**src/ngpd_pkg.sv**
```systemverilog
// Shared constants, types and helpers for the nearest-grid-point mass deposit block.
package ngpd_pkg;

    // Grid geometry
    localparam int MAX_SIZE   = 32;
    localparam int FRAC_BITS  = 16;
    localparam int CELL_W     = $clog2(MAX_SIZE);
    localparam int DIM_W      = CELL_W + 1;
    localparam int GRID_DEPTH = MAX_SIZE * MAX_SIZE * MAX_SIZE;
    localparam int GRID_AW    = $clog2(GRID_DEPTH);
    localparam int YZ_W       = $clog2(MAX_SIZE * MAX_SIZE);
    localparam int YZ_PROD_W  = YZ_W + DIM_W;

    // Field widths
    localparam int POS_W      = 32;
    localparam int DIFF_W     = POS_W + 1;
    localparam int MASS_W     = 32;
    localparam int INV_W      = 32;
    localparam int SIZE_W     = 6;
    localparam int AXES_W     = 2;
    localparam int IDX_W      = 15;
    localparam int SUM_W      = 48;
    localparam int CFG_IDX_W  = 3;
    localparam int CFG_DATA_W = 32;

    // Fixed-point product and rounding position
    localparam int PROD_W     = POS_W + INV_W;
    localparam int RND_SH     = 2 * FRAC_BITS;

    localparam logic [SUM_W-1:0] ACC_MAX = {SUM_W{1'b1}};

    // Reset values of the configuration registers
    localparam logic [AXES_W-1:0] AXES_RST = AXES_W'(3);
    localparam logic [INV_W-1:0]  INV_RST  = INV_W'(65536);
    localparam logic [SIZE_W-1:0] SIZE_RST = SIZE_W'(32);

    typedef enum logic {
        CMD_DEPOSIT = 1'b0,
        CMD_READ    = 1'b1
    } t_cmd;

    typedef enum logic [CFG_IDX_W-1:0] {
        CFG_NUM_AXES = 3'd0,
        CFG_LEFT_X   = 3'd1,
        CFG_LEFT_Y   = 3'd2,
        CFG_LEFT_Z   = 3'd3,
        CFG_INV_CELL = 3'd4,
        CFG_SIZE_X   = 3'd5,
        CFG_SIZE_Y   = 3'd6,
        CFG_SIZE_Z   = 3'd7
    } t_cfg_reg;

    // Stage enables for one axis mapper
    typedef struct packed {
        logic load;
        logic mul;
        logic clamp;
    } t_axis_ctl;

    // Request from the sequencer to the grid memory
    typedef struct packed {
        logic               rd_en;
        logic [GRID_AW-1:0] rd_addr;
        logic               commit;
        logic               deposit;
        logic [MASS_W-1:0]  mass;
    } t_grid_req;

    // Response from the grid memory
    typedef struct packed {
        logic             busy;
        logic [SUM_W-1:0] sum;
        logic             saturated;
    } t_grid_rsp;

    // Map a programmed size onto 1..MAX_SIZE
    function automatic logic [DIM_W-1:0] eff_size(input logic [SIZE_W-1:0] s);
        logic [DIM_W-1:0] r;
        if (s == '0) begin
            r = DIM_W'(1);
        end else if (s > SIZE_W'(MAX_SIZE)) begin
            r = DIM_W'(MAX_SIZE);
        end else begin
            r = DIM_W'(s);
        end
        return r;
    endfunction

endpackage

```
**src/ngpd_axis.sv**
```systemverilog
// Per-axis position to cell mapper: subtract, multiply by the inverse cell size, round, clamp.
module ngpd_axis (
    input  logic                              i_clk,
    input  ngpd_pkg::t_axis_ctl               i_ctl,
    input  logic signed [ngpd_pkg::POS_W-1:0] i_pos,
    input  logic signed [ngpd_pkg::POS_W-1:0] i_left,
    input  logic [ngpd_pkg::INV_W-1:0]        i_inv,
    input  logic [ngpd_pkg::DIM_W-1:0]        i_dim,
    output logic [ngpd_pkg::CELL_W-1:0]       o_cell
);

    logic [ngpd_pkg::POS_W-1:0]  r_diff;
    logic                        r_nonpos;
    logic [ngpd_pkg::PROD_W-1:0] r_prod;
    logic [ngpd_pkg::CELL_W-1:0] r_cell;

    logic signed [ngpd_pkg::DIFF_W-1:0] diff;
    logic [ngpd_pkg::PROD_W:0]          prod_sh;
    logic                               rnd;
    logic [ngpd_pkg::PROD_W:0]          q;
    logic [ngpd_pkg::CELL_W-1:0]        n_cell;

    // Exact difference; a non-positive one maps to the first cell
    assign diff = ngpd_pkg::DIFF_W'(i_pos) - ngpd_pkg::DIFF_W'(i_left);

    always_ff @(posedge i_clk) begin
        if (i_ctl.load) begin
            r_diff   <= diff[ngpd_pkg::POS_W-1:0];
            r_nonpos <= diff[ngpd_pkg::DIFF_W-1] || (diff == '0);
        end
        if (i_ctl.mul) begin
            r_prod <= ngpd_pkg::PROD_W'(r_diff) * ngpd_pkg::PROD_W'(i_inv);
        end
        if (i_ctl.clamp) begin
            r_cell <= n_cell;
        end
    end

    // Round to nearest: integer part plus the first dropped fraction bit
    assign prod_sh = {r_prod, 1'b0};
    assign rnd     = prod_sh[ngpd_pkg::RND_SH];
    assign q       = (ngpd_pkg::PROD_W + 1)'(r_prod >> ngpd_pkg::RND_SH)
                   + (ngpd_pkg::PROD_W + 1)'(rnd);

    // Clamp to 1..dim and step down to a zero-based cell
    always_comb begin
        priority if (r_nonpos || (q == '0)) begin
            n_cell = '0;
        end else if (q > (ngpd_pkg::PROD_W + 1)'(i_dim)) begin
            n_cell = ngpd_pkg::CELL_W'(i_dim - ngpd_pkg::DIM_W'(1));
        end else begin
            n_cell = ngpd_pkg::CELL_W'(q - (ngpd_pkg::PROD_W + 1)'(1));
        end
    end

    assign o_cell = r_cell;

endmodule

```
**config.mk**
```make
export PLATFORM = sky130hd
export DESIGN_NAME = ngpd_axis
export DESIGN_NICKNAME = d
export VERILOG_FILES = /design/src/ngpd_pkg.sv /design/src/ngpd_axis.sv
export SDC_FILE = /design/constraint.sdc
export NUM_CORES = 2
export LEC_CHECK = 0
export BUFFER_PORTS_ARGS = -buffer_cell sky130_fd_sc_hd__clkbuf_2
export CAP_MARGIN = 5
export CORE_ASPECT_RATIO = 0.6
export CORE_MARGIN = 2
export CORE_UTILIZATION = 57
export CTS_CLUSTER_DIAMETER = 40
export DETAILED_ROUTE_END_ITERATION = 7
export MAX_ROUTING_LAYER = met4
export PLACE_DENSITY_LB_ADDON = 0.1
export SKIP_LAST_GASP = 1
export SYNTH_ARGS = -nofsm -noshare
export SYNTH_HDL_FRONTEND = slang
export SYNTH_SLANG_ARGS = --single-unit
```
**constraint.sdc**
```tcl
create_clock -name i_clk -period 12.6 [get_ports i_clk]
set_input_delay 0.63 -clock i_clk [delete_from_list [all_inputs] [get_ports i_clk]]
set_output_delay 0.63 -clock i_clk [all_outputs]
set_load 0.03 [all_outputs]
```
## Word-level counts from Yosys, hierarchy flattened

Index checks and enable logic that the tools add are counted.
W data, S select, Z words.

| storage, ports and cells | value |
|---|---|
| register bits after elaboration | 102 |
| output and inout port bits | 5 |
| word-level logic and storage cells | 15 |

| operators by class | value |
|---|---|
| add/sub/neg operators | 4 |
| $mul | 1 |
| order comparisons | 1 |
| muxes and demuxes | 1 |
| reduce and logical (&&, ||, !) cells | 4 |

Operators with widths:

| cell | number |
|---|---|
| $logic_not A65 Y1 | 1 |
| $mul A32 B32 Y64 | 1 |
| $add A32 B1 Y33 | 1 |
| $gt A33 B6 Y1 | 1 |
| $logic_not A33 Y1 | 1 |
| $sub A32 B32 Y33 | 1 |
| $sub A5 B1 Y5 const B | 2 |
| $mux W5 | 1 |
| $logic_or A1 B1 Y1 | 2 |

## Depth between registers and ports, before layout

| depth | value |
|---|---|
| depth after elaboration | 3 |
| gate-level depth with buffers | 27 |
| mapped depth without buffers | 26 |

## Worst setup path before layout

OpenSTA, ideal clock, no wires.

| timing | value |
|---|---|
| path kind | in2reg |
| start point | in i_inv[2] (netlist bit) |
| end point | reg r_prod[60] (netlist bit), data pin |
| library setup time | 261 ps |
| arrival | 7411 ps |
| data required time | 12339 ps |
| path slack | 4928 ps |
| stages on the path | 25 |
| path buffers | 1 |
| path through | clkbuf_1 > and2_1 > fa_1 > inv_1 > fa_1 > fa_1 > fa_1 > inv_1 > fa_1 > inv_1 > fa_1 > inv_1 > fa_1 > fa_1 > ha_1 > a21o_1 > o21bai_1 > a221oi_1 > o2111ai_1 > a2111oi_0 > nor3_1 > o21ai_0 > nand3_1 > o21a_1 > xor2_1 |

| on the way | value |
|---|---|
| cells in the longest elaborated chain, start to end | 1 |

Ends and longest elaborated chain:

| element | line | source |
|---|---|---|
| start: declaration | ngpd_axis.sv:7 | `input logic [ngpd_pkg::INV_W-1:0] i_inv,` |
| $mul A32 B32 Y64 | ngpd_axis.sv:32 | `r_prod <= ngpd_pkg::PROD_W'(r_diff) * ngpd_pkg::PROD_W'(i_inv);` |
| end signal: assignment | ngpd_axis.sv:32 |  |
| end: declaration | ngpd_axis.sv:14 | `logic [ngpd_pkg::PROD_W-1:0] r_prod;` |

Every way passes these cells.
A chain may end at the register's enable or synchronous reset.

## Worst setup path in the final report

| timing | value |
|---|---|
| start point | reg r_diff[6] (netlist bit) |
| end point | reg r_prod[54] (netlist bit), data pin |

| on the way | value |
|---|---|
| cells in the longest elaborated chain, start to end | 1 |

Ends and longest elaborated chain:

| element | line | source |
|---|---|---|
| start: declaration | ngpd_axis.sv:12 | `logic [ngpd_pkg::POS_W-1:0] r_diff;` |
| start signal: assignment | ngpd_axis.sv:28 | `r_diff <= diff[ngpd_pkg::POS_W-1:0];` |
| $mul A32 B32 Y64 | ngpd_axis.sv:32 |  |

Every way passes these cells.

==> run_results.csv <==
group,metric,value,unit
status,outcome,"finished, final reports clean",
setup_path,arrival,9340,ps
floorplanning,coreArea,64770,sq um
hold_path,hold_path_class,"primary input to flop",
placement,dp_hpwl,87910,um
setup_path,critPathTopFamily,"adder cells",
timing,period_minus_slack,9127,ps
floorplanning,die_w,335.1,um
global_route,grt_pass1_wl,175100,um
run,drv_cap,0,
synth,netlist_area,37500,sq um
cells_and_area,drive_gt1_share,4.835,%
synth,yosysWarnings,0,
floorplanning,rows,72,
timing,fin_tns_setup,0,ps
setup_path,slowest_delay,730,ps
setup_path,worstPathRequired,12810,ps
cells_and_area,fill_cells,5612,
clock_tree,clockBufferDepth,2,
synth,netlist_instances,4062,
floorplanning,initial_core_util,57.89,%
timing,maxSlewViolCount,0,
setup_path,path_class,"flop to flop",
clock_tree,cts_tree,"built",
placement,gp_congestion,0.9982,
timing,max_freq,109.6,MHz
global_route,grt_remaining_overflow,0,
setup_path,cp_max_fo,23,
global_route,grt_pass1_vias,28100,
floorplanning,dieArea,67920,sq um
routing,vias_per_cell,5.643,
timing,rsz0062_at_grt,"no",
routing,routedWlPerCell,23.16,um
setup_path,cpMostUsedCell,"fa_1",
setup_path,crit_chain,"buf_4 > and2_1 > fa_1 > fa_1 > inv_1 > fa_1 > fa_1 > inv_1 > fa_1 > fa_1 > fa_1 > fa_1 > ha_1 > nand3_1 > nor4_1 > nand3_1 > o2111ai_1 > a2111oi_0 > nor3_1 > nor2_1 > o31ai_1 > mux2i_1 > o311a_1",
clock_tree,clk_pin_slew,60,ps
cells_and_area,nets,5332,
routing,routed_wl,113200,um
timing,slew_headroom,28.22,%
cells_and_area,syn_to_final_growth,4.104,%
global_route,antenna_found_initial,2,
clock_tree,insertion_delay,370,ps
routing,detail-route-antenna-nets,0,
timing,setup_violations,0,
routing,drtIter0Drc,3005,
global_route,grt_use_total,35.92,%
clock_tree,cts_setup_buffers,0,
synth,ys.flop_type,"edfxtp_1",
timing,fin_crit_sh,72.44,%
routing,dr.pass1.iters,6,
synth,ys_types,68,
synth,ys_seq_area_share,5.686,%
clock_tree,cts_buffers,9,
timing,worst_pin_slew,1077,ps
synth,synth_edf_count,71,
routing,routed-via-count,27580,
global_route,grt_max_degree,34,
setup_path,crit_path_end_kind,"flop",
timing,skew,14.32,ps
setup_path,path_buf_inv,3,
floorplanning,die_h,202.7,um
clock_tree,cts.sinks,71,
placement,numPortBuffers,110,
clock_tree,ctsHoldBuffers,0,
clock_tree,h-tree-depth,3,
synth,synth-seq-cells,71,
clock_tree,cts_resized,0,
setup_path,cp_slowest_cell,"edfxtp_1",
synth,ys_async_sr_fraction,0,%
floorplanning,io_pins,111,
routing,remaining_drc_errors,0,
clock_tree,cts_root_buf,"clkbuf_16",
timing,hold_viol,0,
synth,syn_area_per_cell,9.231,sq um
setup_path,reg2reg_slack,3470,ps
setup_path,cp-start-kind,"flop",
synth,syn_nets,5365,
metrics by stage:
stage	instances	util, %	hold WS [ps]	instance area (sq um)	worst slack [ps]
final	4888	60.27	545.5	39030	3473
after global routing	4885	60.25	545.6	39030	3172
after CTS	4884	60.25	533.9	39020	3598
after detailed placement	4869	59.78	844.0	38720	3341
after global placement	4869	59.78	840.0	38720	3301
after floorplan	4062	-	636.7	37500	4928
layout make-up:
type	instances	area [sq um]	share of cell area, %
Timing Repair Buffer	161	933.4	2.391
Sequential cell	71	2132	5.462
Multi-Input combinational cell	2857	31100	79.68
Clock buffer	10	229.0	0.5866
Clock inverter	5	73.82	0.1891
Antenna cell	4	10.01	0.02564
Tap cell	851	1065	2.728
Inverter	929	3487	8.933
cell usage after synthesis, types with 11 or more instances:
cell type	number	area (sq um)
inv_1	929	3487
fa_1	896	17940
and2_1	621	3885
nand2_1	468	1757
ha_1	301	3766
clkbuf_1	203	762.0
a21oi_1	72	360.4
edfxtp_1	71	2132
nor2_1	55	206.5
xnor2_1	51	446.7
o21ai_0	50	250.2
a21o_1	40	300.3
nand3_1	29	145.1
nor3_1	21	105.1
nand4_1	19	118.9
xor2_1	19	166.4
and3_1	17	106.4
o21a_1	16	120.1
o21bai_1	13	97.59
a211oi_1	11	82.58
nand2b_1	11	68.82
final timing paths:
path | start | endpoint | cells past startpoint
setup / recovery | r_diff[6] | r_prod[54] | 23
setup reg to reg | r_diff[6] | r_prod[54] | 23
hold reg to reg | r_prod[32] | o_cell[0] | 4
hold / removal | i_ctl[0] | o_cell[2] | 1
cell usage in the layout, fill, tap and decap left out, types with 17 or more instances in the layout:
master	count
nand2_1	468
fa_1	896
xnor2_1	51
nor3_1	21
clkbuf_2	110
ha_1	301
o21ai_0	50
edfxtp_1	71
nand4_1	19
buf_4	51
xor2_1	19
and3_1	17
a21oi_1	72
nand3_1	29
a21o_1	40
inv_1	929
and2_1	621
nor2_1	55
sequential cells by signal (all words and copies together), names as in the netlist:
register / flops
r_nonpos: 1
r_diff: 32
o_cell: 5
r_prod: 33
cells by family after synthesis:
kind of cell               after synthesis  synth area share (%)
xor gates and xnor gates                70                 1.635
AOI/OAI and AO/OA                      289                 5.176
DFF                                     71                 5.686
buffers and inverters                 1134                 11.36
adders and majority gates             1197                 57.88
muxes                                    8                0.2202
and+or+nand+nor                       1293                 18.04
metal layers:
| metal | track usage (%) | share of wire, % | wire length (um) | vias up |
|---|---|---|---|---|
| li1 | - | - | - | 12000 |
| met1 | 57.34 | 48 | 54000 | 13740 |
| met2 | 40.43 | 34 | 38250 | 1754 |
| met3 | 17.42 | 17 | 19690 | 86 |
| met4 | 3.908 | 1.1 | 1266 | 0 |
| met5 | - | 0 | 0 | - |
Power is left out: the tool's default activity adds up to more than one toggle a clock period on the data nets, which glitch-free logic cannot reach.
